`src/rtl/assert_macros.svh`:
```
// ----------------------------------------------------------------------------
// Assertion macros
// Shared concurrent assertion forms; empty when SYNTH is defined.
// ----------------------------------------------------------------------------
`ifndef ASSERT_MACROS_SVH
`define ASSERT_MACROS_SVH

`ifndef SYNTH
// Holds at every edge outside reset.
`define ASSERT_ALWAYS(label, clk, rst_n, expr) \
    label: assert property (@(posedge clk) disable iff (!rst_n) (expr)) \
        else $error("assertion failed");
// Consequent must hold in the same cycle as the antecedent.
`define ASSERT_IMPLIES(label, clk, rst_n, ante, cons) \
    label: assert property (@(posedge clk) disable iff (!rst_n) (ante) |-> (cons)) \
        else $error("assertion failed");
// Consequent must hold in the cycle after the antecedent.
`define ASSERT_NEXT(label, clk, rst_n, ante, cons) \
    label: assert property (@(posedge clk) disable iff (!rst_n) (ante) |=> (cons)) \
        else $error("assertion failed");
`else
`define ASSERT_ALWAYS(label, clk, rst_n, expr)
`define ASSERT_IMPLIES(label, clk, rst_n, ante, cons)
`define ASSERT_NEXT(label, clk, rst_n, ante, cons)
`endif

`endif

```
`src/rtl/brc_pkg.sv`:
```
// ----------------------------------------------------------------------------
// Byte recurrence checksum package
// Widths, constants, step struct and the mod 65535 reduction.
// ----------------------------------------------------------------------------
`timescale 1ns / 1ps

package brc_pkg;

    localparam int unsigned BYTE_W   = 8;
    localparam int unsigned TERM_W   = 16;
    localparam int unsigned INDEX_W  = 8;
    localparam int unsigned SUM_W    = BYTE_W + 1;
    localparam int unsigned POS_W    = SUM_W + TERM_W;
    localparam int unsigned NEG_W    = INDEX_W + TERM_W;

    localparam logic [TERM_W-1:0]  MODULUS      = 16'hFFFF;
    localparam logic [TERM_W-1:0]  FIRST_OFFSET = 16'd7;
    localparam logic [INDEX_W-1:0] ALPHA_MULT   = 8'd17;
    localparam logic [INDEX_W-1:0] BETA_MULT    = 8'd31;
    localparam logic [TERM_W-1:0]  TERM_RESET   = 16'd1;

    typedef struct packed {
        logic              fire;
        logic              first;
        logic [BYTE_W-1:0] data_byte;
    } t_step;

    // Residue mod 2^16-1 by end-around-carry folding.
    function automatic logic [TERM_W-1:0] mod_fold(input logic [POS_W-1:0] v);
        logic [TERM_W:0] s1;
        logic [TERM_W:0] s2;
        s1 = {1'b0, v[TERM_W-1:0]} + {{(TERM_W+1-(POS_W-TERM_W)){1'b0}}, v[POS_W-1:TERM_W]};
        s2 = {1'b0, s1[TERM_W-1:0]} + {{TERM_W{1'b0}}, s1[TERM_W]};
        if (s2 >= {1'b0, MODULUS}) begin
            s2 = s2 - {1'b0, MODULUS};
        end
        return s2[TERM_W-1:0];
    endfunction

endpackage

```
`src/rtl/brc_core.sv`:
```
// ----------------------------------------------------------------------------
// Byte recurrence checksum core
// Holds the recurrence state and folds in one byte per fired step.
// ----------------------------------------------------------------------------
`timescale 1ns / 1ps

module brc_core (
    input  logic                          i_clk,
    input  logic                          i_rst_n,
    input  brc_pkg::t_step                i_step,
    output logic [brc_pkg::TERM_W-1:0]    o_term
);

    logic [brc_pkg::TERM_W-1:0]  r_previous, n_previous;
    logic [brc_pkg::TERM_W-1:0]  r_current,  n_current;
    logic [brc_pkg::INDEX_W-1:0] r_index,    n_index;

    logic [2*brc_pkg::INDEX_W-1:0] alpha_prod;
    logic [2*brc_pkg::INDEX_W-1:0] beta_prod;
    logic [brc_pkg::SUM_W-1:0]     coef;
    logic [brc_pkg::POS_W-1:0]     pos;
    logic [brc_pkg::POS_W-1:0]     neg;
    logic                          is_neg;
    logic [brc_pkg::TERM_W-1:0]    res_pos;
    logic [brc_pkg::TERM_W-1:0]    res_neg_fold;
    logic [brc_pkg::TERM_W-1:0]    term;

    always_comb begin
        alpha_prod = {{brc_pkg::INDEX_W{1'b0}}, r_index}
                   * {{brc_pkg::INDEX_W{1'b0}}, brc_pkg::ALPHA_MULT};
        beta_prod  = {{brc_pkg::INDEX_W{1'b0}}, r_index}
                   * {{brc_pkg::INDEX_W{1'b0}}, brc_pkg::BETA_MULT};
        coef = {1'b0, i_step.data_byte} + {1'b0, alpha_prod[brc_pkg::INDEX_W-1:0]};
        pos  = {{brc_pkg::TERM_W{1'b0}}, coef}
             * {{brc_pkg::SUM_W{1'b0}}, r_current};
        neg  = {{(brc_pkg::POS_W-brc_pkg::NEG_W){1'b0}},
                {{(brc_pkg::NEG_W-brc_pkg::INDEX_W){1'b0}}, beta_prod[brc_pkg::INDEX_W-1:0]}
                * {{(brc_pkg::NEG_W-brc_pkg::TERM_W){1'b0}}, r_previous}};
        is_neg = pos < neg;
        res_pos = brc_pkg::mod_fold(pos - neg);
        // A negative difference is treated as wrapping through 2^64, which is 1 mod 65535:
        // the residue is minus (neg - pos - 1) reduced.
        res_neg_fold = brc_pkg::mod_fold(neg - pos - {{(brc_pkg::POS_W-1){1'b0}}, 1'b1});
        if (!is_neg) begin
            term = res_pos;
        end else if (res_neg_fold == '0) begin
            term = '0;
        end else begin
            term = brc_pkg::MODULUS - res_neg_fold;
        end
    end

    always_comb begin
        n_previous = r_previous;
        n_current  = r_current;
        n_index    = r_index;
        if (i_step.fire) begin
            if (i_step.first) begin
                n_previous = brc_pkg::TERM_RESET;
                n_current  = {{(brc_pkg::TERM_W-brc_pkg::BYTE_W){1'b0}}, i_step.data_byte}
                           + brc_pkg::FIRST_OFFSET;
                n_index    = {{(brc_pkg::INDEX_W-1){1'b0}}, 1'b1};
            end else begin
                n_previous = r_current;
                n_current  = term;
                n_index    = r_index + 1'b1;
            end
        end
    end

    always_ff @(posedge i_clk) begin
        if (!i_rst_n) begin
            r_previous <= brc_pkg::TERM_RESET;
            r_current  <= brc_pkg::TERM_RESET;
            r_index    <= '0;
        end else begin
            r_previous <= n_previous;
            r_current  <= n_current;
            r_index    <= n_index;
        end
    end

    assign o_term = n_current;

endmodule

```
`src/rtl/byte_recurrence_checksum_top.sv`:
```
// ----------------------------------------------------------------------------
// Byte recurrence checksum top level
// Stream wrapper: input register, recurrence core, output register.
// ----------------------------------------------------------------------------
// A last byte is held in the input register, its checksum in the output register.
// Throughput: one byte per cycle while no last byte waits; the recurrence closes
// combinationally through the core's two multipliers and end-around-carry reduction.
// A last byte waits in the input register only while an earlier checksum is held.
// Reset (synchronous, active low) empties both registers and sets the state
// to previous = 1, current = 1, index = 0.
`timescale 1ns / 1ps
`include "assert_macros.svh"

module byte_recurrence_checksum_top (
    input  logic                         i_clk,
    input  logic                         i_rst_n,
    input  logic                         i_s_tvalid,
    output logic                         o_s_tready,
    input  logic [brc_pkg::BYTE_W-1:0]   i_s_tdata,   // [7:0] data_byte
    input  logic                         i_s_tuser,   // [0] first
    input  logic                         i_s_tlast,   // last byte of the message
    output logic                         o_m_tvalid,
    input  logic                         i_m_tready,
    output logic [brc_pkg::TERM_W-1:0]   o_m_tdata    // [15:0] checksum
);

    logic                         r_in_valid;
    logic [brc_pkg::BYTE_W-1:0]   r_in_byte;
    logic                         r_in_first;
    logic                         r_in_last;
    logic                         r_out_valid, n_out_valid;
    logic [brc_pkg::TERM_W-1:0]   r_out_checksum;

    logic                         fire;
    logic                         load;
    brc_pkg::t_step               step;
    logic [brc_pkg::TERM_W-1:0]   term;

    // A byte that emits nothing never waits on the output side.
    assign fire = r_in_valid && (!r_in_last || !r_out_valid || i_m_tready);
    assign load = fire && r_in_last;
    assign o_s_tready = !r_in_valid || fire;

    assign step.fire      = fire;
    assign step.first     = r_in_first;
    assign step.data_byte = r_in_byte;

    brc_core u_core (
        .i_clk   (i_clk),
        .i_rst_n (i_rst_n),
        .i_step  (step),
        .o_term  (term)
    );

    always_ff @(posedge i_clk) begin
        if (!i_rst_n) begin
            r_in_valid <= 1'b0;
        end else if (o_s_tready) begin
            r_in_valid <= i_s_tvalid;
        end
    end

    always_ff @(posedge i_clk) begin
        if (o_s_tready && i_s_tvalid) begin
            r_in_byte  <= i_s_tdata;
            r_in_first <= i_s_tuser;
            r_in_last  <= i_s_tlast;
        end
    end

    always_comb begin
        n_out_valid = r_out_valid;
        if (load) begin
            n_out_valid = 1'b1;
        end else if (i_m_tready) begin
            n_out_valid = 1'b0;
        end
    end

    always_ff @(posedge i_clk) begin
        if (!i_rst_n) begin
            r_out_valid <= 1'b0;
        end else begin
            r_out_valid <= n_out_valid;
        end
    end

    always_ff @(posedge i_clk) begin
        if (load) begin
            r_out_checksum <= term;
        end
    end

    assign o_m_tvalid = r_out_valid;
    assign o_m_tdata  = r_out_checksum;

    `ASSERT_NEXT(a_last_loads_out, i_clk, i_rst_n, load, r_out_valid)
    `ASSERT_IMPLIES(a_no_overwrite, i_clk, i_rst_n, load && r_out_valid, i_m_tready)
    `ASSERT_IMPLIES(a_residue_range, i_clk, i_rst_n, r_out_valid, r_out_checksum != brc_pkg::MODULUS)
    `ASSERT_IMPLIES(a_fire_needs_item, i_clk, i_rst_n, fire, r_in_valid)

endmodule
```
`config.mk`:
```
export PLATFORM = sky130hd
export DESIGN_NAME = byte_recurrence_checksum_top
export DESIGN_NICKNAME = d
export VERILOG_FILES = /design/src/rtl/brc_pkg.sv /design/src/rtl/brc_core.sv /design/src/rtl/byte_recurrence_checksum_top.sv
export VERILOG_INCLUDE_DIRS = /design/src /design/src/rtl
export SDC_FILE = /design/constraint.sdc
export NUM_CORES = 1
export LEC_CHECK = 0
export BUFFER_PORTS_ARGS = -buffer_cell sky130_fd_sc_hd__buf_2
export CAP_MARGIN = 10
export CORE_ASPECT_RATIO = 1.2
export CORE_MARGIN = 4
export CORE_UTILIZATION = 40
export CTS_CLUSTER_DIAMETER = 80
export DETAILED_ROUTE_END_ITERATION = 8
export HOLD_SLACK_MARGIN = 0.06
export PLACE_DENSITY = 0.55
export SLEW_MARGIN = 5
export SYNTH_ARGS = -nofsm -noshare
export SYNTH_HDL_FRONTEND = slang
export SYNTH_SLANG_ARGS = --single-unit
```
`constraint.sdc`:
```
create_clock -name i_clk -period 27.7 [get_ports i_clk]
set_input_delay 1.385 -clock i_clk [delete_from_list [all_inputs] [get_ports i_clk]]
set_output_delay 1.385 -clock i_clk [all_outputs]
set_load 0.005 [all_outputs]
```
After elaboration in Yosys (flattened, before gate mapping)
Index checks and enable logic that the tools add are counted.
Widths: inputs -> output; s select.
{"block": "totals", "word_cells": 50, "register_bits": 68}
{"block": "classes", "n_mul": 4, "add_sub_neg": 13, "muxes": 10, "n_reduce_logical": 11, "order_cmp": 3}
{"op": "$mux 16", "count": 7}
{"op": "$add 16x1->17", "count": 2}
{"op": "$add 16x9->17", "count": 2}
{"op": "$ge 17x16->1 const B", "count": 2}
{"op": "$sub 16x16->16 const B", "count": 2}
{"op": "$lt 25x24->1", "count": 1}
{"op": "$mul 9x16->25", "count": 1}
{"op": "$sub 24x25->25", "count": 1}
{"op": "$sub 25x1->25 const B", "count": 1}
{"op": "$sub 25x24->25", "count": 1}
{"op": "$mul 8x16->24", "count": 1}
{"op": "$logic_not 16->1", "count": 1}
{"op": "$mul 8x5->8 const B", "count": 2}
{"op": "$sub 16x16->16 const A", "count": 1}
{"op": "$add 8x3->9 const B", "count": 1}
{"op": "$add 8x8->9", "count": 1}
{"op": "$add 8x1->8 const B", "count": 1}
{"op": "$mux 8", "count": 1}
{"op": "$logic_and 1x1->1", "count": 3}
{"op": "$logic_not 1->1", "count": 3}
{"op": "$logic_or 1x1->1", "count": 3}
{"op": "$mux 1", "count": 2}
{"op": "$reduce_bool 2->1", "count": 1}

Logic depth before layout (Yosys ltp)
Gate-level depths: netlist of run 1.
{"block": "logic_depth", "depth_word": 14, "ltp_mapped": 64, "mapped_depth_nobuf": 61}

Modules after synthesis
From an unflattened synthesis of run 1, not the netlist that was laid out.
{"block": "hier_totals", "cells_unflattened": 2113, "area_unflattened_um2": 17301.6}
{"mod": "brc_core", "cells_per_inst": 2075, "seq_area_each_um2": 800.8, "area_each_um2": 16403.2, "instances": 1}
{"mod": "byte_recurrence_checksum_top", "cells_per_inst": 38, "seq_area_each_um2": 820.8, "area_each_um2": 898.4, "instances": 1}

Least setup slack after synthesis of run 1
OpenSTA, ideal clock, no wires.
{"block": "synth_path", "path_type": "register to register", "from": "register u_core.r_index[1] (netlist name)", "to": "register r_out_checksum, in the netlist o_m_tdata[7], data pin", "period_less_slack_ps": 14636, "t_arrival_ps": 14382, "stages_incl_launch_ff": 62, "path_slack_ps": 13064, "setup_ps": 255, "path_cell_list": "dfxtp_1 > inv_1 > fa_1 > inv_1 > fa_1 > inv_1 > fa_1 > inv_1 > ha_1 > inv_1 > o21bai_1 > a21oi_1 > xnor2_1 > clkbuf_1 > nand2_1 > fa_1 > fa_1 > fa_1 > [26 not listed] > o21ai_0 > or4_1 > nor2_1 > ha_1 > nand2b_1 > nor2_1 > o311a_1 > nand3_4 > nor4b_4 > a21oi_2 > or4_1 > and2_1 > a2111o_1 > o41a_4 > mux2i_2 > or4_1 > a221o_1 > and2_1"}
{"block": "synth_via", "elab_chain_cells": 14}
{"element": "start: declaration", "line": "brc_core.sv:16", "source": "logic [brc_pkg::INDEX_W-1:0] r_index, n_index;"}
{"element": "start signal: assignment", "line": "brc_core.sv:79", "source": "r_index <= n_index;"}
{"element": "$mul 8x5->8", "line": "brc_core.sv:30", "source": "* {{brc_pkg::INDEX_W{1'b0}}, brc_pkg::ALPHA_MULT};"}
{"element": "$add 8x8->9", "line": "brc_core.sv:33", "source": "coef = {1'b0, i_step.data_byte} + {1'b0, alpha_prod[brc_pkg::INDEX_W-1:0]};"}
{"element": "$mul 9x16->25", "line": "brc_core.sv:35", "source": "* {{brc_pkg::SUM_W{1'b0}}, r_current};"}
{"element": "$sub 24x25->25", "line": "brc_core.sv:43", "source": "res_neg_fold = brc_pkg::mod_fold(neg - pos - {{(brc_pkg::POS_W-1){1'b0}}, 1'b1});"}
{"element": "$sub 25x1->25", "line": "brc_core.sv:43"}
{"element": "$add 16x9->17", "line": "brc_pkg.sv:32", "source": "s1 = {1'b0, v[TERM_W-1:0]} + {{(TERM_W+1-(POS_W-TERM_W)){1'b0}}, v[POS_W-1:TERM_W]};"}
{"element": "$add 16x1->17", "line": "brc_pkg.sv:33", "source": "s2 = {1'b0, s1[TERM_W-1:0]} + {{TERM_W{1'b0}}, s1[TERM_W]};"}
{"element": "$sub 16x16->16 / $ge 17x16->1 (equally long branches)", "line": "brc_pkg.sv:35, brc_pkg.sv:34"}
{"element": "$mux 16", "line": "brc_pkg.sv:34", "source": "if (s2 >= {1'b0, MODULUS}) begin"}
{"element": "$sub 16x16->16 / $logic_not 16->1 (equally long branches)", "line": "brc_core.sv:49, brc_core.sv:46"}
{"element": "$mux 16", "line": "brc_core.sv:46", "source": "end else if (res_neg_fold == '0) begin"}
{"element": "$mux 16 (*)", "line": "brc_core.sv:44", "source": "if (!is_neg) begin"}
{"element": "$mux 16 (*)", "line": "brc_core.sv:58", "source": "if (i_step.first) begin"}
{"element": "$mux 16 (*)", "line": "brc_core.sv:57", "source": "if (i_step.fire) begin"}
{"element": "named net term, one bit", "line": "byte_recurrence_checksum_top.sv:37", "source": "logic [brc_pkg::TERM_W-1:0] term;"}
{"element": "end signal: assignment", "line": "byte_recurrence_checksum_top.sv:90", "source": "r_out_checksum <= term;"}
{"element": "end: declaration", "line": "byte_recurrence_checksum_top.sv:32", "source": "logic [brc_pkg::TERM_W-1:0] r_out_checksum;"}
The timed path passes the listed nets; every way through them passes the cells marked *.
A chain may end at the register's enable or synchronous reset.

Worst setup path in the final report of run 1
{"block": "layout_path", "from": "register u_core.r_index[1] (netlist name)", "to": "register r_out_checksum, in the netlist o_m_tdata[1], data pin"}
The elaborated chain is that of the path after synthesis.

==> results_dict.tcl, run 1 <==
set metrics [dict create \
    status "finished, final reports clean" \
    skew_ns 0.00616 \
    synth_cell_type_count 92 \
    gr-total-overflow 0 \
    maxSlewViolCount 0 \
    num_io_pins 32 \
    synth_async_sr_flop_share_pct 0 \
    wl_um 54800 \
    cp.arrival_ns 16.19 \
    grt_pass1_wl_um 86700 \
    holdCritPathClass "reg -> reg" \
    portBuffers 31 \
    path_clk_slew_ns 0.06 \
    htree_num_levels 3 \
    grt_max_degree 38 \
    synthCells 2066 \
    antenna_found_initial 2 \
    post-cts-setup-buffers 0 \
    clock-sinks 68 \
    setup.worst_path.end "o_m_tdata[1]$_DFFE_PP_" \
    multi_input_area_mm2 0.0141 \
    r2r_end "o_m_tdata[1]$_DFFE_PP_" \
    seqCellArea_mm2 0.00162 \
    holdBufCountCts 0 \
    cts_buffers 9 \
    synth.largest_area_cell "fa_1" \
    worst_slack_ns 11.62 \
    postPlaceCellArea_mm2 0.0179 \
    drv_cap 0 \
    synth_top_cell_area_share_pct 23.1 \
    r2r-start "u_core.r_index[1]$_SDFFE_PN0P_" \
    fin_crit_ns 16.08 \
    r2r_slack_ns 11.62 \
    clock_tree.root_cell "clkbuf_16" \
    dp_cells 2586 \
    design.die.area_mm2 0.0463 \
    n_antenna_cell 0 \
    n_fill_cell 4288 \
    firstDrtPassIters 5 \
    wl_per_cell_um 21.1 \
    syn2layout_area_growth_pct 5.89 \
    coreArea_mm2 0.0421 \
    place_congestion 0.969 \
    fp-row-count 82 \
    design_area_mm2 0.0182 \
    cts_tree "done" \
    hold_viol_final 0 \
    hpwl_um 44400 \
    drt_iter0_drc 880 \
    yosysMostFrequentCell "inv_1" \
    start_util_pct 40.8 \
    cp-end-kind "register" \
    clk_path_buf_depth 2 \
    relSlewSlack_pct 32.2 \
    num_vias 14500 \
    path_class "reg -> reg" \
    grt_pass1_vias 14900 \
    via_per_inst 5.56 \
    crit_path_top_delay_cell "o31ai_2" \
    synth_fp_nets 2465 \
    layout.cells.non_filler 2602 \
    synth_warnings 0 \
    cts_resized 0 \
    drc 0 \
    gr-usage-all-layers_pct 23.9 \
    syn-cell-area_mm2 0.0172 \
    worstPathMaxFanout 16 \
    r2r_cells 58 \
    synth-edff-count 26 \
    dpl_worst_slack_ns 11.66 \
    crit_start "u_core.r_index[1]$_SDFFE_PN0P_" \
    min_period_over_period_pct 58.1 \
    synth_ff_type "dfxtp_1" \
    clkLatencyLatePin_ns 0.36 \
    crit_top_cell "inv_1" \
    cpPeakStageDelay_ns 0.85 \
    syn_avg_cell_area_um2 8.30 \
    setup_tns_ns 0 \
    start_kind "register" \
    worst_pin_slew_ns 1.01 \
    rsz0062_at_grt "false" \
    yosys-top-cells-area "fa_1 23%, ha_1 14%, inv_1 6.7%, xnor2_1 5.6%, and2_1 5.4%" \
    die_h_um 235 \
    nets 2450 \
    die_w_um 197 \
    drive_gt1_share_pct 5.25 \
    ant_nets 0 \
    fmax_mhz 62.2 \
    finalSetupViolations 0 \
    synth_seq_cells 68 \
    ys_top_cells_by_count "304 x inv_1, 222 x nand2_1, 198 x fa_1, 187 x ha_1, 149 x and2_1" \
    required_ns 27.81 \
    ys_seq_area_share_pct 9.45 \
]
[state kept, by name (all words and copies together), names as in the netlist]
name               cells
o_m_tdata             16
u_core.r_current      16
u_core.r_previous     16
r_in_byte              8
u_core.r_index         8
o_m_tvalid             1
r_in_first             1
r_in_last              1
r_in_valid             1
[routing by layer]
layer  up-vias  part of all wire, %  wire (um)  global-route usage (%)
met4         4                  3.8       2100                    8.85
met3       102                  4.3       2360                    2.75
met1      7205                   43      23300                    30.8
met2       376                   49      27000                    41.1
li1       6784                    -          -                       -
met5         -                0.051         28                       0
[stage by stage]
step | utilization (%) | hold slack [ns]
after floorplan | - | 0.445
after global placement | 42.5 | 0.548
after detailed placement | 42.5 | 0.550
after CTS | 43.2 | 0.558
after global routing | 43.2 | 0.606
final | 43.2 | 0.557
[how the worst min path moves through the flow]
| stage | startpoint | end | slack, ns | cells past startpoint |
|---|---|---|---|---|
| floorplan | u_core.r_current[0]$_SDFF_PN1_ | u_core.r_previous[0]$_SDFFE_PN1P_ | 0.45 | 2 |
| global placement | r_in_valid$_SDFFE_PN0N_ | r_in_valid$_SDFFE_PN0N_ | 0.55 | 2 |
| detailed placement | r_in_valid$_SDFFE_PN0N_ | r_in_valid$_SDFFE_PN0N_ | 0.55 | 2 |
| CTS | r_in_valid$_SDFFE_PN0N_ | r_in_valid$_SDFFE_PN0N_ | 0.56 | 2 |
| global route | r_in_valid$_SDFFE_PN0N_ | r_in_valid$_SDFFE_PN0N_ | 0.61 | 2 |
| finish | r_in_valid$_SDFFE_PN0N_ | r_in_valid$_SDFFE_PN0N_ | 0.56 | 2 |
[final cells by class]
cell class                 instances  share of cell area (%)
clock buffer                      11                    1.34
multi-input combinational       1615                    77.6
tap                              546                    3.76
clock inverter                     5                   0.331
timing repair buffer              53                    1.76
inverter                         304                    6.28
sequential                        68                    8.93
[worst max-delay path: cells and delay by family, from the launching register on]
kind	cells	cell delay, ns
AOI/OAI and AO/OA	21	5.61
xor gates and xnor gates	2	0.32
adders and majority gates	13	5.66
buffers and inverters	10	0.82
DFF	1	0.58
muxes	1	0.18
and+or+nand+nor	11	2.63
[cell usage in the layout (no fill, tap or decap), types with 6 or more instances in the layout]
cell,n
a211oi_1,12
a21boi_0,22
a21o_1,44
a21oi_1,100
a221o_1,6
a31oi_1,11
a41oi_1,6
and2_1,149
and3_1,17
buf_2,31
buf_4,22
clkbuf_16,9
dfxtp_1,42
edfxtp_1,26
fa_1,198
ha_1,187
inv_1,304
nand2_1,222
nand2b_1,18
nand3_1,25
nand3b_1,18
nand4_1,7
nor2_1,86
nor2b_1,35
nor3_1,27
o211ai_1,11
o21a_1,24
o21ai_0,48
o21ai_1,13
o21bai_1,24
o31a_1,8
o31ai_1,7
or3_1,12
or4_1,6
xnor2_1,106
xor2_1,51
[logic make-up after synthesis]
group	synth area share, %
multiplexers	0.445
AO/OA/AOI/OAI	16.4
buffers and inverters	8.56
flip-flops	9.45
adder cells (fa/ha/maj)	36.8
AND/OR/NAND/NOR	20.0
XOR/XNOR	8.41
Power of run 1 is not shown: default switching activity piles up to over one toggle a cycle in this logic, so the estimate is an artifact.
==> run 2: changes to the inputs <==
--- a/config.mk
+++ b/config.mk
@@ -6,6 +6,7 @@
 export SDC_FILE = /design/constraint.sdc
 export NUM_CORES = 1
 export LEC_CHECK = 0
+export ABC_AREA = 1
 export BUFFER_PORTS_ARGS = -buffer_cell sky130_fd_sc_hd__buf_2
 export CAP_MARGIN = 10
 export CORE_ASPECT_RATIO = 1.2
@@ -14,7 +15,7 @@
 export CTS_CLUSTER_DIAMETER = 80
 export DETAILED_ROUTE_END_ITERATION = 8
 export HOLD_SLACK_MARGIN = 0.06
-export PLACE_DENSITY = 0.55
+export PLACE_DENSITY = 0.57
 export SLEW_MARGIN = 5
 export SYNTH_ARGS = -nofsm -noshare
 export SYNTH_HDL_FRONTEND = slang
==> constraint.sdc (replaced) <==
create_clock -name i_clk -period 13.92 [get_ports i_clk]
set_input_delay 0.696 -clock i_clk [delete_from_list [all_inputs] [get_ports i_clk]]
set_output_delay 0.696 -clock i_clk [all_outputs]
set_load 0.005 [all_outputs]
==> results_dict.tcl, run 2 <==
set metrics [dict create \
    synth_top_cell_area_share_pct 23.1 \
    r2r_slack_ns 0.79 \
    ys_seq_area_share_pct 9.47 \
    coreArea_mm2 0.0421 \
    syn-cell-area_mm2 0.0171 \
    clock_tree.root_cell "clkbuf_16" \
    synth.largest_area_cell "fa_1" \
    synth_warnings 0 \
    hold_viol_final 0 \
    die_h_um 235 \
    design.die.area_mm2 0.0462 \
    synth_cell_type_count 51 \
    setup_tns_ns 0 \
    skew_ns 0.00852 \
    drt_iter0_drc 809 \
    grt_pass1_wl_um 83500 \
    maxSlewViolCount 0 \
    clkLatencyLatePin_ns 0.36 \
    n_fill_cell 4428 \
    start_kind "register" \
    yosysMostFrequentCell "nand2_1" \
    cp-end-kind "register" \
    status "finished, final reports clean" \
    worst_pin_slew_ns 0.866 \
    synth-edff-count 26 \
    ys_top_cells_by_count "652 x nand2_1, 545 x inv_1, 198 x fa_1, 196 x nor2_1, 187 x ha_1" \
    cp.arrival_ns 13.25 \
    clk_path_buf_depth 2 \
    grt_pass1_vias 15700 \
    fin_crit_ns 13.13 \
    drive_gt1_share_pct 12.3 \
    synth_seq_cells 68 \
    path_class "reg -> reg" \
    htree_num_levels 3 \
    required_ns 14.04 \
    wl_per_cell_um 16.9 \
    gr-usage-all-layers_pct 22.6 \
    antenna_found_initial 1 \
    start_util_pct 40.7 \
    final_common_cell "nand2_1" \
    yosys-top-cells-area "fa_1 23%, nand2_1 14%, ha_1 14%, inv_1 12%, dfxtp_1 4.9%" \
    cts_tree "done" \
    holdCritPathClass "in -> reg" \
    firstDrtPassIters 5 \
    synth_ff_type "dfxtp_1" \
    portBuffers 31 \
    syn_avg_cell_area_um2 6.85 \
    wl_um 52300 \
    relSlewSlack_pct 42.2 \
    hpwl_um 44900 \
    die_w_um 197 \
    crit_top_cell "nand2_1" \
    drc 0 \
    synthCells 2501 \
    finalSetupViolations 0 \
    place_congestion 0.939 \
    via_per_inst 5.03 \
    cpPeakStageDelay_ns 0.53 \
    cts_buffers 9 \
    crit_path_top_delay_cell "fa_1" \
    gr-total-overflow 0 \
    path_clk_slew_ns 0.06 \
    final_cell_mix "626 x nand2_1, 540 x inv_1, 196 x fa_1" \
    num_io_pins 32 \
    synth_async_sr_flop_share_pct 0 \
    ant_nets 0 \
    fp-row-count 82 \
    min_period_over_period_pct 94.3 \
    grt_max_degree 44 \
    drv_cap 0 \
    r2r_cells 83 \
    clock-sinks 68 \
    nets 2949 \
    fmax_mhz 76.2 \
    holdBufCountCts 0 \
    synth_fp_nets 2900 \
    worstPathMaxFanout 7 \
    hold_depth 1 \
    syn2layout_area_growth_pct 12.2 \
    num_vias 15600 \
]
[run 2: cells by family after synthesis]
family	count (synthesis)	share of synthesized area (%)
AO/OA/AOI/OAI	264	8.48
XOR/XNOR	96	4.95
adder cells (fa/ha/maj)	385	36.8
buffers and inverters	627	14.0
flip-flops	68	9.47
AND/OR/NAND/NOR	1061	26.3
[run 2: worst paths after layout]
| path | start | endpoint |
|---|---|---|
| hold reg to reg | u_core.r_index[2]$_SDFFE_PN0P_ | u_core.r_index[2]$_SDFFE_PN0P_ |
| setup reg to reg | u_core.r_index[1]$_SDFFE_PN0P_ | o_m_tdata[0]$_DFFE_PP_ |
| hold / removal | i_s_tdata[1] | r_in_byte[1]$_DFFE_PP_ |
| setup / recovery | u_core.r_index[1]$_SDFFE_PN0P_ | o_m_tdata[0]$_DFFE_PP_ |
[run 2: per-stage QoR]
stage          utilization [%]  hold WS (ns)  std cells  instance area (um2)  setup WS (ns)
2_1_floorplan                -         0.466       2501                17100          0.909
3_3_place_gp              42.9         0.551       3057                18000        -0.0138
3_5_place_dp              42.9         0.548       3057                18000         -0.165
4_1_cts                   43.7         0.493       3074                18400         0.0270
5_1_grt                   45.7         0.497       3101                19200        -0.0824
6_report                  45.7         0.514       3102                19200          0.791
[run 2: per-layer routing]
layer / part of all wire (%) / global-route usage (%) / wire, um / vias to the layer above
met5: 0 / 0 / 0 / -
met4: 3.2 / 6.77 / 1670 / 0
met3: 5.1 / 3.30 / 2660 / 94
met2: 51 / 40.7 / 26600 / 378
met1: 41 / 27.9 / 21300 / 7457
li1: - / - / - / 7679
[run 2: timing repair]
action	4_1_cts	5_1_grt
setup buffers	1	25
pin swaps	3	75
gates resized for setup	4	137
setup endpoints to repair	22	32
cloned	0	2
[run 2: final cells by class]
class | count | area [um2] | area share, %
Clock buffer | 10 | 229 | 1.19
Inverter | 557 | 2090 | 10.9
Tap cell | 546 | 683 | 3.55
Clock inverter | 6 | 136 | 0.710
Sequential cell | 68 | 1630 | 8.46
Timing Repair Buffer | 107 | 731 | 3.80
Multi-Input combinational cell | 1807 | 13700 | 71.4
Antenna cell | 1 | 2.50 | 0.0130
[run 2: critical path: cells and delay by family, from the launching register on]
family                     cells  cell delay (ns)
xor gates and xnor gates       2             0.44
AOI/OAI and AO/OA             11             1.29
DFF                            1             0.36
buffers and inverters         15             1.22
and+or+nand+nor               41             4.23
adders and majority gates     14             5.32
Power of run 2 is left out for the same reason.
